$ cat config.mk
export PLATFORM = sky130hd
export DESIGN_NAME = sumd_frame_parser_flat
export DESIGN_NICKNAME = d
export VERILOG_FILES = /design/src/hdl/sumd_pkg.sv /design/src/hdl/sumd_if.sv /design/src/hdl/sumd_frame_parser.sv /design/src/hdl/sumd_scanner.sv /design/src/hdl/sumd_rsp_queue.sv /design/src/flat_wrapper.sv
export SDC_FILE = /design/constraint.sdc
export NUM_CORES = 1
export LEC_CHECK = 0
export BUFFER_PORTS_ARGS = -buffer_cell sky130_fd_sc_hd__buf_2
export CAP_MARGIN = 20
export CORE_MARGIN = 2
export CORE_UTILIZATION = 58
export CTS_BUF_LIST = sky130_fd_sc_hd__clkbuf_16
export DETAILED_ROUTE_END_ITERATION = 8
export PLACE_DENSITY_LB_ADDON = 0.3
export SYNTH_ARGS = -nofsm -noshare
export SYNTH_HDL_FRONTEND = slang
export SYNTH_SLANG_ARGS = --single-unit
$ cat constraint.sdc
create_clock -name clock -period 8.8 [get_ports clock]
set_input_delay 1.76 -clock clock [delete_from_list [all_inputs] [get_ports clock]]
set_output_delay 1.76 -clock clock [all_outputs]
set_load 0.05 [all_outputs]
$ cat src/hdl/sumd_pkg.sv
// ----------------------------------------------------------------------------
// SUMD parser package
// Widths, register indexes, the result item type and the CRC-16 byte step.
// ----------------------------------------------------------------------------
package sumd_pkg;

   // Default channel limit of a frame.
   localparam int MAX_CHANNELS_DEFAULT = 16;

   // Field widths.
   localparam int BYTE_W  = 8;
   localparam int INDEX_W = 5;
   localparam int VALUE_W = 16;
   localparam int COUNT_W = 6;

   // Configuration port.
   localparam int CSR_INDEX_W = 2;
   localparam int CSR_DATA_W  = 8;
   localparam logic [CSR_INDEX_W-1:0] CSR_HEADER_BYTE = 2'd0;
   localparam logic [CSR_INDEX_W-1:0] CSR_LIVE_STATUS = 2'd1;
   localparam logic [BYTE_W-1:0] HEADER_BYTE_RESET = 8'd168;
   localparam logic [BYTE_W-1:0] LIVE_STATUS_RESET = 8'd1;

   // CRC-16, polynomial 0x1021, MSB first.
   localparam logic [15:0] CRC_POLY = 16'h1021;

   // Entries of the queue between the scanner and the response port.
   localparam int QUEUE_DEPTH = 4;

   typedef struct packed {
      logic [INDEX_W-1:0] channel_index;
      logic [VALUE_W-1:0] channel_value;
      logic [COUNT_W-1:0] channel_count;
      logic               channel_valid;
      logic               last_of_frame;
   } rsp_item_type;

   // One entry pushed from the scanner into the queue.
   typedef struct packed {
      logic         push;
      rsp_item_type item;
   } push_type;

   // Advance the CRC over one byte, eight bit steps.
   function automatic logic [15:0] crc16_byte(input logic [15:0] crc_i,
                                              input logic [BYTE_W-1:0] data_i);
      logic [15:0] c;
      c = crc_i ^ {data_i, 8'h00};
      for (int b = 0; b < 8; b++) begin
         c = c[15] ? ({c[14:0], 1'b0} ^ CRC_POLY) : {c[14:0], 1'b0};
      end
      return c;
   endfunction

endpackage

$ cat src/hdl/sumd_if.sv
// ----------------------------------------------------------------------------
// SUMD parser channels
// Valid/ready channels for received bytes and decoded channel results.
// ----------------------------------------------------------------------------

// Received byte channel.
interface sumd_req_if import sumd_pkg::*; ();
   logic              valid;
   logic              ready;
   logic [BYTE_W-1:0] rx_byte;

   modport source (output valid, output rx_byte, input ready);
   modport sink   (input valid, input rx_byte, output ready);
endinterface

// Decoded channel result channel.
interface sumd_rsp_if import sumd_pkg::*; ();
   logic               valid;
   logic               ready;
   logic [INDEX_W-1:0] channel_index;
   logic [VALUE_W-1:0] channel_value;
   logic [COUNT_W-1:0] channel_count;
   logic               channel_valid;
   logic               last_of_frame;

   modport source (output valid, output channel_index, output channel_value,
                   output channel_count, output channel_valid,
                   output last_of_frame, input ready);
   modport sink   (input valid, input channel_index, input channel_value,
                   input channel_count, input channel_valid,
                   input last_of_frame, output ready);
endinterface

$ cat src/hdl/sumd_frame_parser.sv
// ----------------------------------------------------------------------------
// SUMD frame parser
// Scans received bytes for CRC-checked frames and returns channel words.
// ----------------------------------------------------------------------------
// One request carries one received byte; it is stored in a window of
// 5 + 2*MAX_CHANNELS bytes and the window is then scanned from its oldest
// byte over a single read port. A new request is taken only once the scan
// has finished. A start byte may fail, or end the scan, before the CRC pass;
// a start byte with a complete frame of n channels behind it goes through
// the CRC pass and check, and a live frame then emits one result per channel
// (one empty result for a frame without channels), held while the result
// queue is full. A dropped start byte restarts the scan. Results pass
// through a four-entry queue, so the response side may stall freely while
// the scanner works. No clearing pass follows reset.
module sumd_frame_parser import sumd_pkg::*; #(
   parameter int MAX_CHANNELS = MAX_CHANNELS_DEFAULT
) (
   input  logic                   clock,
   input  logic                   reset,
   sumd_req_if.sink               req_bus,
   sumd_rsp_if.source             rsp_bus,
   input  logic                   csr_we,
   input  logic [CSR_INDEX_W-1:0] csr_index,
   input  logic [CSR_DATA_W-1:0]  csr_wdata
);

   logic [BYTE_W-1:0] header_byte_ff;
   logic [BYTE_W-1:0] live_status_ff;
   push_type          push;
   logic              queue_full;

   // Configuration registers; writes beyond the list are ignored.
   always_ff @(posedge clock) begin
      if (reset) begin
         header_byte_ff <= HEADER_BYTE_RESET;
         live_status_ff <= LIVE_STATUS_RESET;
      end else if (csr_we) begin
         if (csr_index == CSR_HEADER_BYTE) begin
            header_byte_ff <= csr_wdata;
         end
         if (csr_index == CSR_LIVE_STATUS) begin
            live_status_ff <= csr_wdata;
         end
      end
   end

   // Front: byte window and frame scan.
   sumd_scanner #(
      .MAX_CHANNELS (MAX_CHANNELS)
   ) u_scanner (
      .clock       (clock),
      .reset       (reset),
      .req         (req_bus),
      .header_byte (header_byte_ff),
      .live_status (live_status_ff),
      .push_o      (push),
      .queue_full  (queue_full)
   );

   // Back: result queue feeding the response port.
   sumd_rsp_queue u_rsp_queue (
      .clock  (clock),
      .reset  (reset),
      .push_i (push),
      .full   (queue_full),
      .rsp    (rsp_bus)
   );

endmodule

$ cat src/hdl/sumd_scanner.sv
// ----------------------------------------------------------------------------
// SUMD frame scanner
// Stores received bytes in a circular window, finds and checks frames and
// pushes the channel words of live frames into the result queue.
// ----------------------------------------------------------------------------
module sumd_scanner import sumd_pkg::*; #(
   parameter int MAX_CHANNELS = MAX_CHANNELS_DEFAULT
) (
   input  logic              clock,
   input  logic              reset,
   sumd_req_if.sink          req,
   input  logic [BYTE_W-1:0] header_byte,
   input  logic [BYTE_W-1:0] live_status,
   output push_type          push_o,
   input  logic              queue_full
);

   localparam int DEPTH  = 5 + 2 * MAX_CHANNELS;
   localparam int PTR_W  = $clog2(DEPTH);
   localparam int FILL_W = $clog2(DEPTH + 1);
   localparam int SUM_W  = PTR_W + 1;

   typedef enum logic [8:0] {
      S_IDLE      = 9'b000000001,
      S_HDR_RD    = 9'b000000010,
      S_HDR_CHK   = 9'b000000100,
      S_CNT_CHK   = 9'b000001000,
      S_CRC       = 9'b000010000,
      S_CRC_CHK   = 9'b000100000,
      S_EMIT_HI   = 9'b001000000,
      S_EMIT_LO   = 9'b010000000,
      S_EMIT_ZERO = 9'b100000000
   } state_type;

   // Pointer plus offset, modulo the window depth.
   function automatic logic [PTR_W-1:0] wrap_add(input logic [PTR_W-1:0] base,
                                                 input logic [FILL_W-1:0] off);
      logic [SUM_W-1:0] sum;
      sum = {1'b0, base} + SUM_W'(off);
      if (sum >= SUM_W'(DEPTH)) begin
         sum = sum - SUM_W'(DEPTH);
      end
      return sum[PTR_W-1:0];
   endfunction

   logic [BYTE_W-1:0]  win_mem [DEPTH];
   logic [BYTE_W-1:0]  rdata_ff;
   logic [PTR_W-1:0]   rd_addr;
   logic [FILL_W-1:0]  rd_off;
   logic               wr_en;
   logic [PTR_W-1:0]   wr_addr;

   state_type          state_ff, state_in;
   logic [PTR_W-1:0]   head_ff, head_in;
   logic [FILL_W-1:0]  fill_ff, fill_in;
   logic [COUNT_W-1:0] n_ff, n_in;
   logic [FILL_W-1:0]  need_ff, need_in;
   logic [FILL_W-1:0]  idx_ff, idx_in;
   logic [15:0]        crc_ff, crc_in;
   logic [BYTE_W-1:0]  status_ff, status_in;
   logic [BYTE_W-1:0]  hi_ff, hi_in;
   logic [INDEX_W-1:0] k_ff, k_in;

   logic [FILL_W-1:0]  need_calc;
   logic               last_chan;

   // Window memory: one write port for arriving bytes, one registered read.
   always_ff @(posedge clock) begin
      if (wr_en) begin
         win_mem[wr_addr] <= req.rx_byte;
      end
      rdata_ff <= win_mem[rd_addr];
   end

   assign wr_addr   = wrap_add(head_ff, fill_ff);
   assign rd_addr   = wrap_add(head_ff, rd_off);
   assign need_calc = FILL_W'(5) + FILL_W'({rdata_ff[COUNT_W-1:0], 1'b0});
   assign last_chan = (COUNT_W'(k_ff) + COUNT_W'(1)) == n_ff;
   assign req.ready = (state_ff == S_IDLE);

   // Scan sequencer.
   always_comb begin
      state_in  = state_ff;
      head_in   = head_ff;
      fill_in   = fill_ff;
      n_in      = n_ff;
      need_in   = need_ff;
      idx_in    = idx_ff;
      crc_in    = crc_ff;
      status_in = status_ff;
      hi_in     = hi_ff;
      k_in      = k_ff;
      rd_off    = '0;
      wr_en     = 1'b0;
      push_o    = '0;

      unique case (state_ff)
         S_IDLE: begin
            if (req.valid) begin
               wr_en = 1'b1;
               // A full window loses its oldest byte to make room.
               if (fill_ff == FILL_W'(DEPTH)) begin
                  head_in = wrap_add(head_ff, FILL_W'(1));
               end else begin
                  fill_in = fill_ff + FILL_W'(1);
               end
               state_in = S_HDR_RD;
            end
         end

         S_HDR_RD: begin
            if (fill_ff == '0) begin
               state_in = S_IDLE;
            end else begin
               state_in = S_HDR_CHK;
            end
         end

         S_HDR_CHK: begin
            if (rdata_ff != header_byte) begin
               head_in  = wrap_add(head_ff, FILL_W'(1));
               fill_in  = fill_ff - FILL_W'(1);
               state_in = S_HDR_RD;
            end else if (fill_ff < FILL_W'(3)) begin
               state_in = S_IDLE;
            end else begin
               rd_off   = FILL_W'(2);
               state_in = S_CNT_CHK;
            end
         end

         S_CNT_CHK: begin
            if (rdata_ff > BYTE_W'(MAX_CHANNELS)) begin
               head_in  = wrap_add(head_ff, FILL_W'(1));
               fill_in  = fill_ff - FILL_W'(1);
               state_in = S_HDR_RD;
            end else begin
               n_in    = rdata_ff[COUNT_W-1:0];
               need_in = need_calc;
               if (fill_ff < need_calc) begin
                  state_in = S_IDLE;
               end else begin
                  idx_in   = '0;
                  crc_in   = '0;
                  state_in = S_CRC;
               end
            end
         end

         // One byte of the frame per cycle through the CRC.
         S_CRC: begin
            crc_in = crc16_byte(crc_ff, rdata_ff);
            if (idx_ff == FILL_W'(1)) begin
               status_in = rdata_ff;
            end
            if (idx_ff + FILL_W'(1) == need_ff) begin
               state_in = S_CRC_CHK;
            end else begin
               idx_in = idx_ff + FILL_W'(1);
               rd_off = idx_ff + FILL_W'(1);
            end
         end

         S_CRC_CHK: begin
            if (crc_ff != '0) begin
               head_in  = wrap_add(head_ff, FILL_W'(1));
               fill_in  = fill_ff - FILL_W'(1);
               state_in = S_HDR_RD;
            end else if (status_ff != live_status) begin
               head_in  = wrap_add(head_ff, need_ff);
               fill_in  = fill_ff - need_ff;
               state_in = S_IDLE;
            end else if (n_ff == '0) begin
               state_in = S_EMIT_ZERO;
            end else begin
               k_in     = '0;
               rd_off   = FILL_W'(3);
               state_in = S_EMIT_HI;
            end
         end

         S_EMIT_HI: begin
            hi_in    = rdata_ff;
            rd_off   = FILL_W'(4) + FILL_W'({k_ff, 1'b0});
            state_in = S_EMIT_LO;
         end

         // Hold the low byte address until the queue takes the word.
         S_EMIT_LO: begin
            rd_off = FILL_W'(4) + FILL_W'({k_ff, 1'b0});
            if (!queue_full) begin
               push_o.push               = 1'b1;
               push_o.item.channel_index = k_ff;
               push_o.item.channel_value = {hi_ff, rdata_ff};
               push_o.item.channel_count = n_ff;
               push_o.item.channel_valid = 1'b1;
               push_o.item.last_of_frame = last_chan;
               if (last_chan) begin
                  head_in  = wrap_add(head_ff, need_ff);
                  fill_in  = fill_ff - need_ff;
                  state_in = S_IDLE;
               end else begin
                  k_in     = k_ff + INDEX_W'(1);
                  rd_off   = FILL_W'(5) + FILL_W'({k_ff, 1'b0});
                  state_in = S_EMIT_HI;
               end
            end
         end

         // A live frame without channels reports one empty result.
         S_EMIT_ZERO: begin
            if (!queue_full) begin
               push_o.push               = 1'b1;
               push_o.item.last_of_frame = 1'b1;
               head_in  = wrap_add(head_ff, need_ff);
               fill_in  = fill_ff - need_ff;
               state_in = S_IDLE;
            end
         end

         default: begin
            state_in = S_IDLE;
         end
      endcase
   end

   // Control registers.
   always_ff @(posedge clock) begin
      if (reset) begin
         state_ff <= S_IDLE;
         head_ff  <= '0;
         fill_ff  <= '0;
      end else begin
         state_ff <= state_in;
         head_ff  <= head_in;
         fill_ff  <= fill_in;
      end
   end

   // Working registers of the frame under test.
   always_ff @(posedge clock) begin
      n_ff      <= n_in;
      need_ff   <= need_in;
      idx_ff    <= idx_in;
      crc_ff    <= crc_in;
      status_ff <= status_in;
      hi_ff     <= hi_in;
      k_ff      <= k_in;
   end

endmodule

$ cat src/hdl/sumd_rsp_queue.sv
// ----------------------------------------------------------------------------
// SUMD result queue
// Short FIFO between the scanner and the response port; its head entry
// drives the response payload straight from registers.
// ----------------------------------------------------------------------------
module sumd_rsp_queue import sumd_pkg::*; (
   input  logic     clock,
   input  logic     reset,
   input  push_type push_i,
   output logic     full,
   sumd_rsp_if.source rsp
);

   localparam int PTR_W = $clog2(QUEUE_DEPTH);
   localparam int CNT_W = $clog2(QUEUE_DEPTH + 1);

   rsp_item_type      entry_ff [QUEUE_DEPTH];
   logic [PTR_W-1:0]  wr_ptr_ff, wr_ptr_in;
   logic [PTR_W-1:0]  rd_ptr_ff, rd_ptr_in;
   logic [CNT_W-1:0]  count_ff, count_in;
   logic              do_push;
   logic              do_pop;
   rsp_item_type      head_item;

   assign full      = (count_ff == CNT_W'(QUEUE_DEPTH));
   assign do_push   = push_i.push && !full;
   assign do_pop    = rsp.valid && rsp.ready;
   assign head_item = entry_ff[rd_ptr_ff];

   assign rsp.valid         = (count_ff != '0);
   assign rsp.channel_index = head_item.channel_index;
   assign rsp.channel_value = head_item.channel_value;
   assign rsp.channel_count = head_item.channel_count;
   assign rsp.channel_valid = head_item.channel_valid;
   assign rsp.last_of_frame = head_item.last_of_frame;

   // Pointer and occupancy update.
   always_comb begin
      wr_ptr_in = wr_ptr_ff;
      rd_ptr_in = rd_ptr_ff;
      count_in  = count_ff;
      if (do_push) begin
         wr_ptr_in = (wr_ptr_ff == PTR_W'(QUEUE_DEPTH - 1)) ? '0 : wr_ptr_ff + PTR_W'(1);
      end
      if (do_pop) begin
         rd_ptr_in = (rd_ptr_ff == PTR_W'(QUEUE_DEPTH - 1)) ? '0 : rd_ptr_ff + PTR_W'(1);
      end
      unique case ({do_push, do_pop})
         2'b10: begin
            count_in = count_ff + CNT_W'(1);
         end
         2'b01: begin
            count_in = count_ff - CNT_W'(1);
         end
         default: begin
            count_in = count_ff;
         end
      endcase
   end

   always_ff @(posedge clock) begin
      if (reset) begin
         wr_ptr_ff <= '0;
         rd_ptr_ff <= '0;
         count_ff  <= '0;
      end else begin
         wr_ptr_ff <= wr_ptr_in;
         rd_ptr_ff <= rd_ptr_in;
         count_ff  <= count_in;
      end
   end

   // Entry storage.
   always_ff @(posedge clock) begin
      if (do_push) begin
         entry_ff[wr_ptr_ff] <= push_i.item;
      end
   end

endmodule

$ cat src/flat_wrapper.sv
// flat-port wrapper written by rule: the top's interface ports become plain ports
module sumd_frame_parser_flat import sumd_pkg::*;
#(
   parameter int MAX_CHANNELS = MAX_CHANNELS_DEFAULT
)
  (clock, reset, csr_we, csr_index, csr_wdata, req_bus_valid, req_bus_rx_byte, req_bus_ready, rsp_bus_valid, rsp_bus_channel_index, rsp_bus_channel_value, rsp_bus_channel_count, rsp_bus_channel_valid, rsp_bus_last_of_frame, rsp_bus_ready);
  sumd_req_if req_bus_i ();
  sumd_rsp_if rsp_bus_i ();
  input  logic clock;
  input  logic reset;
  input  logic csr_we;
  input  logic [CSR_INDEX_W-1:0] csr_index;
  input  logic [CSR_DATA_W-1:0] csr_wdata;
  input wire logic [$bits(req_bus_i.valid)-1:0] req_bus_valid;
  input wire logic [$bits(req_bus_i.rx_byte)-1:0] req_bus_rx_byte;
  output wire logic [$bits(req_bus_i.ready)-1:0] req_bus_ready;
  output wire logic [$bits(rsp_bus_i.valid)-1:0] rsp_bus_valid;
  output wire logic [$bits(rsp_bus_i.channel_index)-1:0] rsp_bus_channel_index;
  output wire logic [$bits(rsp_bus_i.channel_value)-1:0] rsp_bus_channel_value;
  output wire logic [$bits(rsp_bus_i.channel_count)-1:0] rsp_bus_channel_count;
  output wire logic [$bits(rsp_bus_i.channel_valid)-1:0] rsp_bus_channel_valid;
  output wire logic [$bits(rsp_bus_i.last_of_frame)-1:0] rsp_bus_last_of_frame;
  input wire logic [$bits(rsp_bus_i.ready)-1:0] rsp_bus_ready;
  assign req_bus_i.valid = req_bus_valid;
  assign req_bus_i.rx_byte = req_bus_rx_byte;
  assign req_bus_ready = req_bus_i.ready;
  assign rsp_bus_valid = rsp_bus_i.valid;
  assign rsp_bus_channel_index = rsp_bus_i.channel_index;
  assign rsp_bus_channel_value = rsp_bus_i.channel_value;
  assign rsp_bus_channel_count = rsp_bus_i.channel_count;
  assign rsp_bus_channel_valid = rsp_bus_i.channel_valid;
  assign rsp_bus_last_of_frame = rsp_bus_i.last_of_frame;
  assign rsp_bus_i.ready = rsp_bus_ready;
  sumd_frame_parser #(.MAX_CHANNELS(MAX_CHANNELS)) u_core (.clock(clock), .reset(reset), .req_bus(req_bus_i), .rsp_bus(rsp_bus_i), .csr_we(csr_we), .csr_index(csr_index), .csr_wdata(csr_wdata));
endmodule
After elaboration in Yosys (flattened, before gate mapping)
Memory sizes are Yosys's and may differ from the RTL's. A register that Yosys moved wholly into a read port is not among the register bits. Cells that the tools add are included.

Reduce and logical (&&, ||, !) cells: 22. Order comparisons: 7. Mux-type cells: 84. $add $sub $neg: 21. Eq/ne operators: 38. Bitwise operators: 10.

Operator list (number): 6-bit 2-to-1 mux (28); 13-bit 2-to-1 mux (8); 9-bit case mux with 9 select lines (1); 6-bit case mux with 6 select lines (2); 9-bit 2-to-1 mux (7); 5-bit 2-to-1 mux (7); 16-bit 2-to-1 mux (2); 16-bit case mux with 2 select lines (1); 30-bit 2-to-1 mux (1); 2-bit inequality test, second input constant (15); 6-bit case mux with 5 select lines (1); 7-bit by 6-bit >= comparator with 1-bit output, second input constant (4); 28-bit 2-to-1 mux (1); 3-bit NOT (8); 6-bit subtractor, second input constant (4); 6-bit by 6-bit adder with 7-bit output (3); 3-bit by 6-bit adder with 6-bit output, first input constant (3); 2-bit 2-to-1 mux (9); 9-bit AND reduction (2); 8-bit inequality test (2); 16-bit nonzero test (1); 16-bit bitwise XOR (1); 6-bit by 1-bit adder with 6-bit output, second input constant (2); 6-bit == test (2); other kinds (47) (67).

Bits in writable memories: 412. Logic and storage cells: 199. Input port bits: 23. Register bits after elaboration: 99. Memories kept: 2. Output and inout port bits: 31.

Memories: u_core.u_scanner.win_mem (words 37, bits a word 8, read ports 1, clocked after Yosys merged registers in 1, wr ports 1, RTL line sumd_scanner.sv:46) `logic [BYTE_W-1:0] win_mem [DEPTH];`; u_core.u_rsp_queue.entry_ff (words 4, bits a word 29, read ports 1, clocked after Yosys merged registers in 1, wr ports 1, RTL line sumd_rsp_queue.sv:17) `rsp_item_type entry_ff [QUEUE_DEPTH];`.

Longest topological paths before layout
Gate-level depths: netlist of the first run.

Depth after elaboration: 18. Depth in mapped cells: 24. Depth with buffers taken out: 19.

Cells and area by module
Synthesis of the first run repeated with hierarchy kept, for this count alone.

Cell total of the unflattened synthesis: 1932. Area total of the unflattened synthesis: 25423.1 um2.

Modules (own cells, without submodules): sumd_scanner (times used 1, area an instance 20038.0 um2, sequential area each 11060.6 um2, cells each 1659); sumd_rsp_queue (times used 1, area an instance 4677.0 um2, sequential area each 3663.5 um2, cells each 205); sumd_frame_parser (times used 1, area an instance 708.2 um2, sequential area each 320.3 um2, cells each 68).

Least setup slack after synthesis of the first run
No wires, ideal clock.

Kind: register to register. Start point: register u_core.u_scanner.idx_ff[0]. End point: register u_core.u_scanner.rdata_ff[2], read port of u_core.u_scanner.win_mem. Arrival: 5.155 ns. Slack: 3.571 ns. Period minus slack after synthesis: 5.229 ns. Stages on the path, launching flop included: 23. Library setup time: 0.074 ns. Required time: 8.726 ns. Path buffers: 5. Cells stage by stage: edfxtp_1 -> ha_1 -> xnor2_1 -> xnor2_1 -> nor4_1 -> nand3_1 -> nand2b_1 -> o21ai_0 -> ha_1 -> fa_1 -> clkbuf_1 -> inv_1 -> ha_1 -> clkbuf_1 -> clkbuf_1 -> buf_1 -> clkbuf_1 -> a211oi_1 -> mux2i_1 -> mux2i_1 -> a22oi_1 -> nand4_1 -> a31oi_1.

Word-level cells in the longest chain between the ends: 7. Elaborated cells on any way between the ends: 8. Classes of those cells: add/sub (3); order compare (1); eq/ne (1); mux (3).

Ends and longest elaborated chain: start: declaration (RTL line sumd_scanner.sv:58) `logic [FILL_W-1:0] idx_ff, idx_in;`; start signal: assignment (RTL line sumd_scanner.sv:244) `idx_ff <= idx_in;`; 6-bit by 1-bit adder with 6-bit output * (RTL line sumd_scanner.sv:156, sumd_scanner.sv:160); 6-bit == test (RTL line sumd_scanner.sv:156) `if (idx_ff + FILL_W'(1) == need_ff) begin`; 6-bit 2-to-1 mux * (RTL line sumd_scanner.sv:156); 6-bit case mux with 5 select lines * (RTL line sumd_scanner.sv:97) `unique case (state_ff)`; 6-bit by 6-bit adder with 7-bit output * (RTL line sumd_scanner.sv:39) `sum = {1'b0, base} + SUM_W'(off);`; 6-bit subtractor / 7-bit by 6-bit >= comparator with 1-bit output (equally long branches) (RTL line sumd_scanner.sv:41, sumd_scanner.sv:40); 6-bit 2-to-1 mux * (RTL line sumd_scanner.sv:40) `if (sum >= SUM_W'(DEPTH)) begin`; end: declaration (RTL line sumd_scanner.sv:47) `logic [BYTE_W-1:0] rdata_ff;`.

Every way passes the cells marked *; elsewhere a longest branch is shown, timed or not. A chain may end at the register's enable or synchronous reset.

Worst setup path in the final report of the first run
Start point: register u_core.u_scanner.state_ff[7]. End point: register u_core.u_scanner.rdata_ff[1], read port of u_core.u_scanner.win_mem.

Word-level cells in the longest chain between the ends: 5. Elaborated cells on any way between the ends: 10. Classes of those cells: add/sub (2); order compare (1); eq/ne (5); mux (2).

Ends and longest elaborated chain: start: declaration (RTL line sumd_scanner.sv:53) `state_type state_ff, state_in;`; start signal: assignment (RTL line sumd_scanner.sv:234) `state_ff <= state_in;`; 9-bit by 8-bit == test with 1-bit output, or another cell as far along (RTL line sumd_scanner.sv:97); 6-bit case mux with 5 select lines * (RTL line sumd_scanner.sv:97); 6-bit by 6-bit adder with 7-bit output * (RTL line sumd_scanner.sv:39); 6-bit subtractor / 7-bit by 6-bit >= comparator with 1-bit output (equally long branches) (RTL line sumd_scanner.sv:41, sumd_scanner.sv:40); 6-bit 2-to-1 mux * (RTL line sumd_scanner.sv:40).

Marked as above.

==> results.md, run 1 <==
- Status: complete, no violations
- Seq/Total Area, Yosys: between 50% and 60%
- Critical path's slowest cell: fa_2
- # nets final: 2123
- DP Wirelength: about 44000 um
- Synth Area per Inst: ~13 um^2
- Die height: between 200 and 250 um
- Synth area leaders: edfxtp_1 54%, dfxtp_1 4.2%, mux2i_1 3.9%
- CTS Sinks: 519
- Total Power: a little under 7 mW
- Antenna violations before repair: 1
- Crit start category: register
- Initial DRC Count: 2073
- Dpl cells: around 2600
- Least-Margin Pin Slew: approximately 1100 ps
- Post-CTS Resized: 0
- Min Tclk post-route: around 7500 ps
- # hold bufs at CTS: 0
- Setup repair after global routing missed its margin: no
- Final Hold Viols: 0
- Tot GR Track Use: ~29%
- Antenna diodes: 0
- Gate Count Post-Synth: 2036
- Setup TNS: 0 ps
- Slew headroom: 24.0%
- Vias per std cell: between 6 and 7
- Fin Hold WS: approximately 500 ps
- Core Region: between 40000 and 50000 um^2
- DRC: 0
- Layout area overhead: 9.91%
- Non-Filler Instances: 2683
- GP Congestion: just under 1
- Crit. End Element: register
- Grt total ovfl: 0
- Initial Util: slightly below 60%
- Syn Nets: about 2100
- Tcrit/Tclk final: ~85%
- Setup-failing EPs final: 0
- WL final: slightly below 70000 um
- TritonCTS clock tree: built
- Pins Over Slew Limit: 0
- Cts bufs inserted: between 50 and 60
- Leak: a little under 10 nW
- Die area: 46400 um^2
- Clk slew on worst S/H paths: roughly 60 ps
- Share of cells above drive strength 1: approximately an eighth
- Cell family with most CP delay: compound AO/OA/AOI/OAI gates
- EDFF count, synth: approximately 470
- Cell Pwr Density: 240 nW/um^2
- Crit Path Max Fanout: 39
- Buf/Inv on CP: 3
- Area fraction of the dominant cell type after synthesis: a little over half
- Worst hold path class: register to register
- Reg2reg start: u_core.u_scanner.state_ff[7]
- Post-CTS setup buffer count: 0
- Peak VDD IR: 0.000199 V
- CP startpoint: u_core.u_scanner.state_ff[7]
- Netlist cell types: 93
- Min-delay src: u_core.live_status_ff[0]
- Req. time, crit path: 9270 ps
- Asr flop ratio synth: 0%
- Crit-path max cell delay: between 900 and 1000 ps
- Clock Latency Late Sink: slightly above 600 ps
- Num ports: 54
- Most frequent cell after synthesis: edfxtp_1
- WL/cell: roughly 25 um
- Max-Cap Viols: 0
- Rows: 77
- Post-synth top flop: edfxtp_1
- Dominant cell type by area after synthesis: edfxtp_1
- Synth Cell Area: around 26000 um^2
- Peak Freq: about 130 MHz
- Vias in the first global route: between 15000 and 20000
- Largest net degree at the start of global routing: 61
- First-pass GRT wire length: 104000 um
- DRT Pass-1 Iters: 5
- Crit Path Category: register to register
- Via count: 18200
- Post-synthesis register bit count: approximately 520
- Layout Skew: 21.0 ps
- Util after Layout: 64.5%
- Critical Path AT: 7960 ps
- IO buf count: 53
- Ys Warns: 0
- Crit-path cells: nor2_1 -> nand4_1 -> nor4_1 -> a21bo_2 -> o31a_1 -> o21ai_0 -> ha_2 -> fa_2 -> inv_1 -> ha_4 -> o31ai_1 -> o211ai_1 -> buf_4 -> o221ai_4 -> buf_4 -> and2_1 -> nor2_1 -> a2111oi_0 -> a31oi_1
- Commonest cells post-synth: 465 x edfxtp_1, 158 x nor2_1, 102 x mux2i_1
- Clk buf depth: 3
- H-tree levels: 2
- Root Buffer: clkbuf_16
- Die width: around 220 um
- Post-DRT Antenna Nets: 0
[cell type report]
cell class,count,area (um^2)
clock buffer,56,1400
clock inverter,43,407
fill,3201,15700
inverter,50,188
multi-input combinational,1333,10200
sequential,519,15000
tap,592,741
timing repair buffer,90,563
[worst reg2reg max path, cell delays in order, from the launching register on]
cell	delay, ps
dfxtp_1	370
nor2_1	500
nand4_1	290
nor4_1	490
a21bo_2	300
o31a_1	140
o21ai_0	100
ha_2	250
fa_2	910
inv_1	300
ha_4	240
o31ai_1	350
o211ai_1	350
buf_4	280
o221ai_4	650
buf_4	420
and2_1	410
nor2_1	250
a2111oi_0	570
a31oi_1	180
[placed cells by master, fill, tap and decap left out, drive strengths merged, types with 52 or more instances in the layout]
cell type  Yosys  final
inv           49     62
nor2         158    158
clkbuf        75     56
o22ai         77     77
edfxtp       465    465
mux2i        102    102
o21ai         52     52
nand2         59     59
dfxtp         54     54
xnor2         68     68
buf           59     90
[state kept, by name, summed over array words and instances, names as in the netlist, 8 cells and up, named ones only]
| name | cells |
|---|---|
| u_core.header_byte_ff | 8 |
| u_core.live_status_ff | 8 |
| u_core.u_rsp_queue.entry_ff | 116 |
| u_core.u_scanner.crc_ff | 16 |
| u_core.u_scanner.hi_ff | 8 |
| u_core.u_scanner.rdata_ff | 8 |
| u_core.u_scanner.state_ff | 9 |
| u_core.u_scanner.status_ff | 8 |
| u_core.u_scanner.win_mem | 296 |
[final timing paths]
check | depth (start not counted) | end | slack (ps)
max | 19 | u_core.u_scanner.rdata_ff[1] | 1310
max reg2reg | 19 | u_core.u_scanner.rdata_ff[1] | 1310
min reg2reg | 1 | u_core.live_status_ff[0] | 490
min | 1 | u_core.live_status_ff[0] | 490
[logic make-up (layout without fill, tap and decap cells)]
group	after synthesis	after routing	synth area share, %
compound gates	541	541	15.7
flops	519	519	58.0
simple gates	497	497	9.96
buf+inv	184	239	3.00
mux	149	149	7.54
xor+xnor	93	93	3.14
fa+ha+maj	53	53	2.70
[report_power, final]
| part | total, mW | internal (mW) | switching [mW] |
|---|---|---|---|
| Combinational | 1.64 | 0.594 | 1.05 |
| Clock | 2.32 | 1.36 | 0.963 |
| Sequential | 2.88 | 2.77 | 0.107 |
[stage by stage]
step / instance area, um^2 / setup slack, ps
detailed placement: 26700 / 1370
floorplan: 25900 / 3570
CTS: 28500 / 1290
finish: 28500 / 1310
global placement: 26700 / 1700
global route: 28500 / 827
[per-layer routing]
metal | routed length [um] | up-vias | track usage [%]
met1 | 26500 | 9065 | 37.4
met5 | 0 | - | 0
met2 | 33500 | 877 | 48.7
met3 | 4920 | 148 | 4.06
li1 | - | 8156 | -
met4 | 2720 | 0 | 13.1
(Power assumes the default switching activity.)
==> inputs of run 2 (changes only) <==
--- a/config.mk
+++ b/config.mk
@@ -8,8 +8,8 @@
 export BUFFER_PORTS_ARGS = -buffer_cell sky130_fd_sc_hd__buf_2
 export CAP_MARGIN = 20
 export CORE_MARGIN = 2
-export CORE_UTILIZATION = 58
-export CTS_BUF_LIST = sky130_fd_sc_hd__clkbuf_16
+export CORE_UTILIZATION = 60
+export CTS_BUF_LIST = sky130_fd_sc_hd__clkbuf_2 sky130_fd_sc_hd__clkbuf_4 sky130_fd_sc_hd__clkbuf_8
 export DETAILED_ROUTE_END_ITERATION = 8
 export PLACE_DENSITY_LB_ADDON = 0.3
 export SYNTH_ARGS = -nofsm -noshare
==> run 2 against run 1 <==
First-iteration DRC count increased by 6.4%. Power decreased by 3.8%. Global-route usage increased by 0.77 points. Critical path type unchanged. Final cell count increased by 1.8%.
==> results.md, run 2 (synthesis results as in run 1) <==
- Peak Freq: ~150 MHz
- DRC: 0
- DRT Pass-1 Iters: 6
- IO buf count: 53
- Crit. End Element: register
- Commonest non-fill, non-tap cell in the layout: edfxtp_1
- Leak: 9.59 nW
- Vias per std cell: between 6 and 7
- Rows: 76
- Cts bufs inserted: 84
- TritonCTS clock tree: built
- Die width: about 210 um
- Post-CTS Resized: 0
- Cell family with most CP delay: simple AND/OR/NAND/NOR gates
- Largest register FFs: 296
- Multi-input logic area: slightly above 10000 um^2
- CP startpoint: u_core.u_scanner.state_ff[2]
- Largest net degree at the start of global routing: 75
- WL/cell: around 24 um
- Buf/Inv on CP: 1
- Cell Pwr Density: 232 nW/um^2
- First-pass GRT wire length: a little over 100000 um
- Util after Layout: between 60% and 70%
- WL final: roughly 67000 um
- DP Wirelength: approximately 43000 um
- Share of cells above drive strength 1: approximately 15%
- Crit Path Category: register to register
- Core Region: 42900 um^2
- Setup-failing EPs final: 0
- Biggest register: u_core.u_scanner.win_mem
- Total Power: roughly 6.6 mW
- Sequential cell area: between 15000 and 20000 um^2
- Final Hold Viols: 0
- # fillers: 3037
- Worst hold path class: register to register
- Initial DRC Count: between 2000 and 2500
- GP Congestion: around 0.91
- Crit start category: register
- Tcrit/Tclk final: approximately 77%
- Critical Path AT: ~7400 ps
- Min-delay src: u_core.u_rsp_queue.rd_ptr_ff[1]
- Num ports: 54
- Peak VDD IR: approximately 0.00024 V
- Place WS: between 1500 and 2000 ps
- Post-DRT Antenna Nets: 0
- Fin Hold WS: between 400 and 500 ps
- Initial Util: 60.5%
- Tot GR Track Use: between 20% and 30%
- Clk buf depth: 3
- Antenna violations before repair: 0
- Critical path's slowest cell: a21o_2
- Clock Latency Late Sink: approximately 680 ps
- Pins Over Slew Limit: 0
- Layout Skew: ~24 ps
- Crit Path Max Fanout: 54
- Status: complete, no violations
- Max-Cap Viols: 0
- Clk slew on worst S/H paths: approximately 70 ps
- Most frequent cells in the layout: 465 x edfxtp_1, 157 x nor2_1, 102 x mux2i_1
- Reg2reg start: u_core.u_scanner.state_ff[2]
- Die height: 212 um
- Layout area overhead: 9.38%
- Setup TNS: 0 ps
- Via count: between 15000 and 20000
- Setup repair after global routing missed its margin: no
- Root Buffer: clkbuf_8
- H-tree levels: 3
- Req. time, crit path: ~9400 ps
- Fin worst setup slack: approximately 2000 ps
- Post-CTS setup buffer count: 0
- Vias in the first global route: between 15000 and 20000
- # nets final: roughly 2200
- Biggest registers after layout: u_core.u_scanner.win_mem (296), u_core.u_rsp_queue.entry_ff (116), u_core.u_scanner.crc_ff (16)
- Least-Margin Pin Slew: 1100 ps
- Die area: approximately 45000 um^2
- # hold bufs at CTS: 0
- CTS Sinks: approximately 520
- Slew headroom: 24.6%
- Crit-path cells: or3_1 -> nor3_1 -> and4b_1 -> o21ai_0 -> o2111ai_1 -> ha_1 -> a211o_1 -> a2111oi_2 -> or3_4 -> a21o_2 -> buf_4 -> nand2_2 -> mux2i_1 -> and3_1 -> o31a_1 -> nor4_1
- Grt total ovfl: 0
- Crit-path max cell delay: 960 ps
- Min Tclk post-route: ~7000 ps
==> run 2: cell types whose count changed in the layout (fill, tap and decap cells not counted), sizes merged <==
cell      previous run  this run
bufinv               7         0
clkbuf              56       120
inv                 62        53
buf                 90        89
diode                0         1
clkinvlp             3         1
clkinv              21        31
==> run 2: worst paths after layout <==
kind,slack (ps),depth (start not counted),to
hold / removal,500,2,u_core.u_rsp_queue.rd_ptr_ff[1]
setup reg to reg,1990,16,u_core.u_scanner.rdata_ff[6]
setup / recovery,1990,16,u_core.u_scanner.rdata_ff[6]
hold reg to reg,500,2,u_core.u_rsp_queue.rd_ptr_ff[1]
==> run 2: per-layer routing <==
metal,share of wire (%),global-route usage [%],vias to the layer above
met5,0,0,-
met4,4.5,13.4,0
met3,8.8,6.02,204
met2,48,48.6,1002
met1,39,38.3,9105
li1,-,-,8241
==> run 2: layout make-up <==
type	count	area share [%]
Clock inverter	35	0.648
Timing Repair Buffer	89	2.07
Multi-Input combinational cell	1333	35.8
Clock buffer	120	5.18
Tap cell	585	2.58
Antenna cell	1	0.00882
Inverter	50	0.661
Sequential cell	519	53.0
==> run 2: worst min-delay path: stages (launching register included) <==
cell	delay (ps)
dfxtp_1	310
nand2_1	60
a21oi_1	70
==> run 2: through the flow <==
stage                     instance area (um^2)  cells
after floorplan                          25900   2036
after global routing                     28400   2731
after detailed placement                 26600   2571
after CTS                                28300   2726
after global placement                   26600   2571
final                                    28400   2732
==> run 2: report_power, final <==
part / total, mW / internal [mW] / switching (mW) / leakage (nW)
combinational: 1.65 / 0.593 / 1.05 / 4.19
sequential: 2.89 / 2.77 / 0.113 / 4.51
clock: 2.05 / 1.08 / 0.964 / 0.886
